--- config.mk ---
export PLATFORM = sky130hd
export DESIGN_NAME = midi_cc_map_table
export DESIGN_NICKNAME = d
export VERILOG_FILES = /design/src/mcm_pkg.sv /design/src/mcm_scale.sv /design/src/midi_cc_map_table.sv
export SDC_FILE = /design/constraint.sdc
export NUM_CORES = 2
export LEC_CHECK = 0
export ABC_AREA = 0
export BUFFER_PORTS_ARGS = -buffer_cell sky130_fd_sc_hd__buf_2
export CAP_MARGIN = 40
export CORE_MARGIN = 1
export CORE_UTILIZATION = 57
export CTS_CLUSTER_SIZE = 8
export DETAILED_ROUTE_END_ITERATION = 10
export GPL_TIMING_DRIVEN = 1
export PLACE_DENSITY_LB_ADDON = 0.05
export SLEW_MARGIN = 10
export SYNTH_ARGS = -nofsm -noshare
export SYNTH_HDL_FRONTEND = slang
export SYNTH_SLANG_ARGS = --single-unit
--- constraint.sdc ---
create_clock -name clock -period 7.7 [get_ports clock]
set_clock_uncertainty 0.1 [all_clocks]
set_input_delay 1.54 -clock clock [delete_from_list [all_inputs] [get_ports clock]]
set_output_delay 1.54 -clock clock [all_outputs]
set_load 0.01 [all_outputs]
--- src/mcm_pkg.sv ---
// Shared types and constants of the controller-change mapping table.
package mcm_pkg;

   // Operation codes carried on req_func
   localparam logic [2:0] FUNC_APPLY  = 3'd0;
   localparam logic [2:0] FUNC_LEARN  = 3'd1;
   localparam logic [2:0] FUNC_ARM    = 3'd2;
   localparam logic [2:0] FUNC_DISARM = 3'd3;
   localparam logic [2:0] FUNC_CLEAR  = 3'd4;

   localparam int unsigned MATCH_W = 5;

   // Upper end of the armed range after reset: 1.0 in Q16.16
   localparam logic signed [31:0] ARM_HIGH_RESET = 32'sh0001_0000;

   typedef struct packed {
      logic [4:0]         channel;
      logic [6:0]         ctrl;
      logic [7:0]         target;
      logic signed [31:0] low;
      logic signed [31:0] high;
   } entry_type;

   typedef struct packed {
      logic               start;
      logic signed [31:0] low;
      logic signed [31:0] high;
      logic [6:0]         value;
   } scale_req_type;

   typedef struct packed {
      logic               done;
      logic signed [31:0] result;
   } scale_rsp_type;

endpackage

--- src/mcm_scale.sv ---
// Iterative range scaler: low + round(value * (high - low) / 127), saturated.
module mcm_scale (
   input  logic                  clock,
   input  logic                  reset,
   input  mcm_pkg::scale_req_type scale_req,
   output mcm_pkg::scale_rsp_type scale_rsp
);
   import mcm_pkg::*;

   localparam logic [1:0] SC_IDLE = 2'd0;
   localparam logic [1:0] SC_MUL  = 2'd1;
   localparam logic [1:0] SC_DIV  = 2'd2;
   localparam logic [1:0] SC_FIN  = 2'd3;

   // six radix-128 digits cover the 42-bit dividend
   localparam logic [2:0] LAST_DIGIT = 3'd5;
   localparam logic [7:0] DIVISOR    = 8'd127;

   logic [1:0]         state_ff, state_in;
   logic [2:0]         digit_ff, digit_in;
   logic signed [31:0] lo_ff;
   logic signed [32:0] diff_ff;
   logic [6:0]         value_ff;
   logic               neg_ff;
   logic [41:0]        dividend_ff, dividend_in;
   logic [6:0]         rem_ff, rem_in;
   logic [41:0]        quo_ff, quo_in;
   logic               done_ff;
   logic signed [31:0] result_ff, result_in;

   logic signed [40:0] product;
   logic [40:0]        magnitude;
   logic [7:0]         digit_sum;
   logic               corr;
   logic [6:0]         quo_digit;
   logic signed [33:0] quo_signed;
   logic signed [34:0] total;

   always_comb begin
      product   = $signed({1'b0, value_ff}) * diff_ff;
      magnitude = product[40] ? 41'(-product) : 41'(product);

      digit_sum = {1'b0, rem_ff} + {1'b0, dividend_ff[41:35]};
      corr      = digit_sum >= DIVISOR;
      quo_digit = rem_ff + 7'(corr);

      quo_signed = neg_ff ? -$signed(quo_ff[33:0]) : $signed(quo_ff[33:0]);
      total      = {{3{lo_ff[31]}}, lo_ff} + {quo_signed[33], quo_signed};
   end

   always_comb begin
      state_in    = state_ff;
      digit_in    = digit_ff;
      dividend_in = dividend_ff;
      rem_in      = rem_ff;
      quo_in      = quo_ff;
      result_in   = result_ff;
      unique case (state_ff)
         SC_IDLE: begin
            if (scale_req.start) begin
               state_in = SC_MUL;
            end
         end
         SC_MUL: begin
            // add half the divisor so the truncating division rounds to nearest
            dividend_in = 42'(magnitude) + 42'd63;
            rem_in      = '0;
            quo_in      = '0;
            digit_in    = '0;
            state_in    = SC_DIV;
         end
         SC_DIV: begin
            rem_in      = corr ? 7'(digit_sum - DIVISOR) : digit_sum[6:0];
            quo_in      = {quo_ff[34:0], quo_digit};
            dividend_in = {dividend_ff[34:0], 7'd0};
            digit_in    = digit_ff + 3'd1;
            if (digit_ff == LAST_DIGIT) begin
               state_in = SC_FIN;
            end
         end
         SC_FIN: begin
            if (total > 35'sd2147483647) begin
               result_in = 32'sh7FFF_FFFF;
            end else if (total < -35'sd2147483648) begin
               result_in = 32'sh8000_0000;
            end else begin
               result_in = total[31:0];
            end
            state_in = SC_IDLE;
         end
         default: begin
            state_in = SC_IDLE;
         end
      endcase
   end

   always_ff @(posedge clock) begin
      if (reset) begin
         state_ff <= SC_IDLE;
         done_ff  <= 1'b0;
      end else begin
         state_ff <= state_in;
         done_ff  <= (state_ff == SC_FIN);
      end
      digit_ff    <= digit_in;
      dividend_ff <= dividend_in;
      rem_ff      <= rem_in;
      quo_ff      <= quo_in;
      result_ff   <= result_in;
      if (state_ff == SC_IDLE && scale_req.start) begin
         lo_ff    <= scale_req.low;
         diff_ff  <= {scale_req.high[31], scale_req.high} - {scale_req.low[31], scale_req.low};
         value_ff <= scale_req.value;
      end
      if (state_ff == SC_MUL) begin
         neg_ff <= product[40];
      end
   end

   assign scale_rsp.done   = done_ff;
   assign scale_rsp.result = result_ff;

endmodule

--- src/midi_cc_map_table.sv ---
// Top level of the controller-change mapping table with learn mode.
//
//  channel   handshake          payload
//  -------   ----------------   --------------------------------------------------
//  req       req_valid/ready    func, channel, ctrl_number, ctrl_value, target_id,
//                               range_min, range_max
//  rsp       rsp_valid/ready    is_summary, out_target, scaled_value, match_count,
//                               ok, last
//
//  Arm, disarm, clear and unused codes go from idle straight to the summary beat.
//  Apply and learn walk the table one entry at a time, read then check, through the
//  registered read port; each apply match runs the shared scaler (multiply, six
//  radix-128 division digits, saturating add); done is seen, then the beat loaded.
//  The table handles one item at a time.
//  Reset is synchronous and empties the table and disarms; no clearing pass.
//  A stalled rsp holds the walk before the next beat; req is taken only when idle.
module midi_cc_map_table #(
   parameter int TABLE_ENTRIES = 16
) (
   input  logic        clock,
   input  logic        reset,
   input  logic        req_valid,
   output logic        req_ready,
   input  logic [2:0]  req_func,
   input  logic [4:0]  req_channel,
   input  logic [6:0]  req_ctrl_number,
   input  logic [6:0]  req_ctrl_value,
   input  logic [7:0]  req_target_id,
   input  logic signed [31:0] req_range_min,
   input  logic signed [31:0] req_range_max,
   output logic        rsp_valid,
   input  logic        rsp_ready,
   output logic        rsp_is_summary,
   output logic [7:0]  rsp_out_target,
   output logic signed [31:0] rsp_scaled_value,
   output logic [4:0]  rsp_match_count,
   output logic        rsp_ok,
   output logic        rsp_last
);
   import mcm_pkg::*;

   localparam int CNT_W = $clog2(TABLE_ENTRIES + 1);
   localparam int IDX_W = (TABLE_ENTRIES > 1) ? $clog2(TABLE_ENTRIES) : 1;
   localparam logic [CNT_W-1:0] FULL_COUNT = CNT_W'(TABLE_ENTRIES);

   // sequencer states
   localparam logic [2:0] ST_IDLE  = 3'd0;
   localparam logic [2:0] ST_READ  = 3'd1;
   localparam logic [2:0] ST_CHECK = 3'd2;
   localparam logic [2:0] ST_WAIT  = 3'd3;
   localparam logic [2:0] ST_EMIT  = 3'd4;
   localparam logic [2:0] ST_SUM   = 3'd5;

   // table memory, one packed entry per row
   entry_type table_mem [TABLE_ENTRIES];
   entry_type rd_data_ff;
   logic              mem_we;
   logic [IDX_W-1:0]  mem_waddr;
   entry_type         mem_wdata;

   logic [2:0]         state_ff, state_in;
   logic [CNT_W-1:0]   count_ff, count_in;
   logic [CNT_W-1:0]   idx_ff, idx_in;
   logic [MATCH_W-1:0] match_ff, match_in;
   logic               sum_ok_ff, sum_ok_in;
   logic [7:0]         armed_target_ff, armed_target_in;
   logic signed [31:0] armed_low_ff, armed_low_in;
   logic signed [31:0] armed_high_ff, armed_high_in;

   // latched beat
   logic [2:0] op_ff;
   logic [4:0] chan_ff;
   logic [6:0] ctrl_ff;
   logic [6:0] value_ff;

   // output register
   logic               rsp_valid_ff;
   logic               rsp_is_summary_ff;
   logic [7:0]         rsp_out_target_ff;
   logic signed [31:0] rsp_scaled_value_ff;
   logic [4:0]         rsp_match_count_ff;
   logic               rsp_ok_ff;
   logic               rsp_last_ff;
   logic               load_match, load_sum;

   scale_req_type scale_req;
   scale_rsp_type scale_rsp;

   logic accept, slot_free, hit, walk_end;

   mcm_scale u_scale (
      .clock     (clock),
      .reset     (reset),
      .scale_req (scale_req),
      .scale_rsp (scale_rsp)
   );

   assign req_ready = (state_ff == ST_IDLE);
   assign accept    = req_valid && req_ready;
   assign slot_free = !rsp_valid_ff || rsp_ready;
   assign walk_end  = (idx_ff == count_ff);
   // an entry with channel zero listens on every channel
   assign hit = (rd_data_ff.ctrl == ctrl_ff) &&
                (rd_data_ff.channel == 5'd0 || rd_data_ff.channel == chan_ff);

   assign scale_req.start = (state_ff == ST_CHECK) && (op_ff == FUNC_APPLY) && hit;
   assign scale_req.low   = rd_data_ff.low;
   assign scale_req.high  = rd_data_ff.high;
   assign scale_req.value = value_ff;

   always_comb begin
      state_in        = state_ff;
      count_in        = count_ff;
      idx_in          = idx_ff;
      match_in        = match_ff;
      sum_ok_in       = sum_ok_ff;
      armed_target_in = armed_target_ff;
      armed_low_in    = armed_low_ff;
      armed_high_in   = armed_high_ff;
      mem_we          = 1'b0;
      mem_waddr       = idx_ff[IDX_W-1:0];
      mem_wdata       = '{channel: chan_ff, ctrl: ctrl_ff, target: armed_target_ff,
                          low: armed_low_ff, high: armed_high_ff};
      load_match      = 1'b0;
      load_sum        = 1'b0;
      unique case (state_ff)
         ST_IDLE: begin
            if (accept) begin
               idx_in    = '0;
               match_in  = '0;
               sum_ok_in = 1'b1;
               state_in  = ST_SUM;
               case (req_func)
                  FUNC_APPLY: begin
                     state_in = ST_READ;
                  end
                  FUNC_LEARN: begin
                     // nothing armed: fail without touching the table
                     if (armed_target_ff == 8'd0) begin
                        sum_ok_in = 1'b0;
                     end else begin
                        state_in = ST_READ;
                     end
                  end
                  FUNC_ARM: begin
                     armed_target_in = req_target_id;
                     if (req_target_id != 8'd0) begin
                        armed_low_in  = req_range_min;
                        armed_high_in = req_range_max;
                     end
                  end
                  FUNC_DISARM: begin
                     armed_target_in = 8'd0;
                  end
                  FUNC_CLEAR: begin
                     armed_target_in = 8'd0;
                     count_in        = '0;
                  end
                  default: begin
                  end
               endcase
            end
         end
         ST_READ: begin
            if (walk_end) begin
               state_in = ST_SUM;
               if (op_ff == FUNC_LEARN) begin
                  // target absent: append, or fail when the table is full
                  armed_target_in = 8'd0;
                  if (count_ff == FULL_COUNT) begin
                     sum_ok_in = 1'b0;
                  end else begin
                     mem_we   = 1'b1;
                     count_in = count_ff + 1'b1;
                  end
               end
            end else begin
               state_in = ST_CHECK;
            end
         end
         ST_CHECK: begin
            if (op_ff == FUNC_APPLY) begin
               if (hit) begin
                  state_in = ST_WAIT;
               end else begin
                  idx_in   = idx_ff + 1'b1;
                  state_in = ST_READ;
               end
            end else if (rd_data_ff.target == armed_target_ff) begin
               // rewrite the armed target's entry in place
               mem_we          = 1'b1;
               armed_target_in = 8'd0;
               state_in        = ST_SUM;
            end else begin
               idx_in   = idx_ff + 1'b1;
               state_in = ST_READ;
            end
         end
         ST_WAIT: begin
            if (scale_rsp.done) begin
               state_in = ST_EMIT;
            end
         end
         ST_EMIT: begin
            if (slot_free) begin
               load_match = 1'b1;
               match_in   = match_ff + 1'b1;
               idx_in     = idx_ff + 1'b1;
               state_in   = ST_READ;
            end
         end
         ST_SUM: begin
            if (slot_free) begin
               load_sum = 1'b1;
               state_in = ST_IDLE;
            end
         end
         default: begin
            state_in = ST_IDLE;
         end
      endcase
   end

   always_ff @(posedge clock) begin
      if (reset) begin
         state_ff        <= ST_IDLE;
         count_ff        <= '0;
         armed_target_ff <= 8'd0;
         armed_low_ff    <= 32'sd0;
         armed_high_ff   <= ARM_HIGH_RESET;
         rsp_valid_ff    <= 1'b0;
      end else begin
         state_ff        <= state_in;
         count_ff        <= count_in;
         armed_target_ff <= armed_target_in;
         armed_low_ff    <= armed_low_in;
         armed_high_ff   <= armed_high_in;
         if (load_match || load_sum) begin
            rsp_valid_ff <= 1'b1;
         end else if (rsp_ready) begin
            rsp_valid_ff <= 1'b0;
         end
      end
      idx_ff    <= idx_in;
      match_ff  <= match_in;
      sum_ok_ff <= sum_ok_in;
      // hold the beat for the walk
      if (accept) begin
         op_ff    <= req_func;
         chan_ff  <= req_channel;
         ctrl_ff  <= req_ctrl_number;
         value_ff <= req_ctrl_value;
      end
      if (load_match) begin
         rsp_is_summary_ff   <= 1'b0;
         rsp_out_target_ff   <= rd_data_ff.target;
         rsp_scaled_value_ff <= scale_rsp.result;
         rsp_match_count_ff  <= 5'd0;
         rsp_ok_ff           <= 1'b1;
         rsp_last_ff         <= 1'b0;
      end else if (load_sum) begin
         rsp_is_summary_ff   <= 1'b1;
         rsp_out_target_ff   <= 8'd0;
         rsp_scaled_value_ff <= 32'sd0;
         rsp_match_count_ff  <= match_ff;
         rsp_ok_ff           <= sum_ok_ff;
         rsp_last_ff         <= 1'b1;
      end
   end

   // table: one write port, one registered read port
   always_ff @(posedge clock) begin
      if (mem_we) begin
         table_mem[mem_waddr] <= mem_wdata;
      end
      rd_data_ff <= table_mem[idx_ff[IDX_W-1:0]];
   end

   assign rsp_valid        = rsp_valid_ff;
   assign rsp_is_summary   = rsp_is_summary_ff;
   assign rsp_out_target   = rsp_out_target_ff;
   assign rsp_scaled_value = rsp_scaled_value_ff;
   assign rsp_match_count  = rsp_match_count_ff;
   assign rsp_ok           = rsp_ok_ff;
   assign rsp_last         = rsp_last_ff;

   // fill never passes the table size
   a_count_bound: assert property (@(posedge clock) disable iff (reset)
      count_ff <= FULL_COUNT)
      else $error("entry count beyond table size");

   // scaler finishes only while the walk waits for it
   a_scale_done: assert property (@(posedge clock) disable iff (reset)
      scale_rsp.done |-> state_ff == ST_WAIT)
      else $error("scaler result with no walk waiting");

   // table writes come only from a learn with an armed target
   a_write_learn: assert property (@(posedge clock) disable iff (reset)
      mem_we |-> (op_ff == FUNC_LEARN && armed_target_ff != 8'd0))
      else $error("table write outside an armed learn");

   // a summary beat closes the item and a match beat never does
   a_sum_last: assert property (@(posedge clock) disable iff (reset)
      rsp_valid_ff |-> rsp_is_summary_ff == rsp_last_ff)
      else $error("summary and last flags disagree");

   // a beat is loaded only into a free output slot
   a_no_overwrite: assert property (@(posedge clock) disable iff (reset)
      (load_match || load_sum) |-> (!rsp_valid_ff || rsp_ready))
      else $error("output register overwritten");

endmodule
==> impl_metrics.json <==
{
  "status": "finished, final reports clean",
  "timing.rr.start": "u_scale.value_ff[4]",
  "cts_max_level": 4,
  "synth_edf_count": 1608,
  "synth_area_leaders": "edfxtp_1 60%, mux4_2 12%, dfxtp_1 4.3%",
  "p_comb_share_pct": 18.0,
  "p_sw_share_pct": 26.72,
  "final_nets": 5856,
  "period_needed_ns": 7.434,
  "fp.dieW_um": 379.0,
  "r2r_end": "u_scale.dividend_ff[39]",
  "crit_arrival_ns": 7.87,
  "highest_layer": "met5",
  "seq_power_share_pct": 44.7,
  "dr_total_vias": 45010,
  "yosysWarningCount": 0,
  "required_ns": 8.14,
  "ys_ff_latch": 1783,
  "route.detailed.drc": 0,
  "start_util_pct": 57.77,
  "hold_viol_final": 0,
  "synth_top_cell_by_area": "edfxtp_1",
  "reg2reg_depth": 24,
  "switchingPower_mw": 7.023,
  "clockBufferDepth": 3,
  "grt.overflow.total": 0,
  "whs_endpoint": "u_scale.value_ff[0]",
  "async_flop_share_pct": 0,
  "die_h_um": 379.0,
  "fin_crit_sh_pct": 96.55,
  "grt_usage_pct": 26.80,
  "num_rows": 137,
  "io_pins": 148,
  "syn_nets": 5512,
  "cts_tree": "built",
  "maxSlewViolCount": 0,
  "p_per_area_nw_per_um2": 283.9,
  "vdd_ir_drop_max_mv": 0.2639,
  "grt_antenna_before_repair": 8,
  "hold_depth": 0,
  "power.total_mw": 26.29,
  "layout_setup_ws_ns": 0.2659,
  "drv_cap": 0,
  "ys.flop_type": "edfxtp_1",
  "synthTopCellsByCount": "1608 x edfxtp_1, 420 x mux4_2, 345 x nand2_1",
  "layout-drive-gt1-share_pct": 19.76,
  "p_int_mw": 19.26,
  "drtIter0Drc": 3829,
  "worstHoldStart": "value_ff[0]",
  "syn_area_sq_um": 81010,
  "numCtsBuffers": 241,
  "worstPathMaxFanout": 15,
  "dr_wl_met3_mm": 13.64,
  "worstSetupPathType": "reg -> reg",
  "layout-area-overhead-vs-synth_pct": 14.30,
  "worst_setup_path_start_kind": "flop",
  "p_leak_nw": 31.77,
  "synth.avg_cell_area_sq_um": 16.00,
  "endpoint_kind": "flop",
  "hold_slack_ns": 0.3418,
  "p_clk_share_pct": 37.3,
  "viasPerCell": 6.021,
  "setup_violations": 0,
  "cts_root_buf": "clkbuf_16",
  "dieArea_sq_um": 143600,
  "hpwl_mm": 113.1,
  "clk_latency_ns": 0.89,
  "grt_pass1_wl_mm": 284.0,
  "slew_headroom_pct": 28.40,
  "coreArea_sq_um": 140200,
  "hold_class": "reg -> reg",
  "grt_pass1_vias": 45040,
  "firstDrtPassIters": 5,
  "utilization_pct": 66.03,
  "num-fill-cells": 9894,
  "rrSetupSlack_ns": 0.27,
  "drt-total-wl_mm": 188.1,
  "path_clk_slew_ns": 0.05,
  "syn_inst": 5064,
  "final_antenna_net_count": 0,
  "synth_top_cell_area_share_pct": 59.61,
  "worst_pin_slew_ns": 1.074,
  "grt_max_degree": 128,
  "met2_length_mm": 89.11,
  "yosysSeqAreaShare_pct": 63.93,
  "wl_per_cell_um": 25.17,
  "place_worst_setup_slack_ns": -0.03850,
  "yosysUniqueCellTypes": 100,
  "fmax_mhz": 134.5,
  "port_buffers": 147,
  "synth_most_common_cell": "edfxtp_1",
  "clock_sinks": 1783,
  "met1_length_mm": 81.90,
  "globalplace.congestion": 0.8820
}
==> cell families after synthesis <==
logic type | count (synthesis) | share of synthesized area, %
simple gates | 1102 | 7.063
mux | 437 | 11.89
flops | 1783 | 63.93
buf+inv | 527 | 2.485
fa+ha+maj | 350 | 7.019
compound gates | 641 | 5.131
xor+xnor | 224 | 2.474
==> power groups by stage <==
stage | Sequential, mW | Combinational [mW] | Clock (mW)
after floorplan | 11.6 | 3.58 | 0
after global placement | 11.9 | 4.63 | 0
after detailed placement | 11.9 | 4.73 | 0
after CTS | 11.8 | 4.76 | 9.95
after global routing | 11.8 | 5.17 | 10.4
final | 11.8 | 4.72 | 9.80
==> state kept, by name, summed over array words and instances (netlist names), 33 cells and up <==
| name | count |
|---|---|
| u_scale.diff_ff | 33 |
| u_scale.dividend_ff | 42 |
| rd_data_ff | 84 |
| table_mem | 1344 |
| u_scale.quo_ff | 34 |
==> worst max-delay path by stage <==
stage	end	startpoint	slack, ns	cells past startpoint
2_1_floorplan	u_scale.dividend_ff[34]	u_scale.value_ff[4]	0.007	30
3_3_place_gp	u_scale.dividend_ff[34]	u_scale.value_ff[4]	0.10	26
3_5_place_dp	u_scale.dividend_ff[40]	u_scale.value_ff[4]	-0.04	26
4_1_cts	u_scale.dividend_ff[40]	u_scale.value_ff[3]	0.04	24
5_1_grt	u_scale.dividend_ff[34]	u_scale.value_ff[4]	-0.03	26
6_report	u_scale.dividend_ff[39]	u_scale.value_ff[4]	0.27	24
==> metal layers <==
layer  up-vias  GRT usage, %
li1      20030             -
met1     23130         39.38
met2      1590         42.19
met3       256         4.726
met4         8         6.086
met5         -             0
==> through the flow <==
step                cell area [sq um]  instances  TNS (ns)
floorplan                       81050       5064         0
global placement                84780       7007         0
detailed placement              85150       7025  -0.03850
CTS                             92260       7456         0
global route                    92580       7472  -0.04885
finish                          92590       7475         0
==> timing repair <==
item                                    4_1_cts  5_1_grt
setup buffers                                 0       14
gates resized for setup                       5       41
pin swaps                                     0       11
endpoints found under the setup margin        3       19
hold buffers                                  0        0
==> worst max-delay path: stages, from the launching register on <==
cell and delay, ns:
edfxtp_1 0.43, buf_6 0.19, buf_4 0.20, and2_1 0.17, fa_1 0.57, fa_1 0.44
fa_1 0.54, inv_1 0.05, fa_1 0.54, inv_1 0.04, ha_1 0.40, a21o_1 0.20
a31oi_1 0.23, a21boi_2 0.24, o21ai_0 0.16, a2111o_1 0.46, a41o_1 0.31, a2111o_1 0.44
a21oi_1 0.16, o21ai_0 0.15, o41ai_1 0.44, xor2_1 0.27, nand4b_1 0.16, xor2_1 0.17
o21ai_1 0.08
==> cell type report <==
type                    instances  area, sq um  share of cell area (%)
flip-flops and latches       1783        51790                   55.93
multi-input cells            2754        27620                   29.83
clock buffers                 416         6698                   7.234
repair buffers                323         2603                   2.811
well taps                    1876         2347                   2.535
inverters                     305         1149                   1.241
clock inverters                15        380.4                  0.4108
diodes                          3        7.507                0.008108
==> layout by cell type (no fill, tap or decap), types with 17 or more instances in the layout <==
cell,instances
nor2b_1,26
a21o_1,51
nand4_1,23
and3_1,29
xnor2_1,148
fa_1,174
nand2b_1,32
and2_1,271
buf_2,147
nor2_1,128
clkbuf_16,241
nor4_1,17
dfxtp_1,175
xor2_1,70
or3_1,23
o21ai_0,132
inv_1,304
a31oi_1,23
o21a_1,32
buf_4,135
ha_1,172
o31ai_1,24
nand2_1,344
nor3_1,42
buf_12,29
nand3_1,64
clkbuf_1,174
edfxtp_1,1608
a21oi_1,190
mux4_2,420
Power figures use the tool's default switching activity.
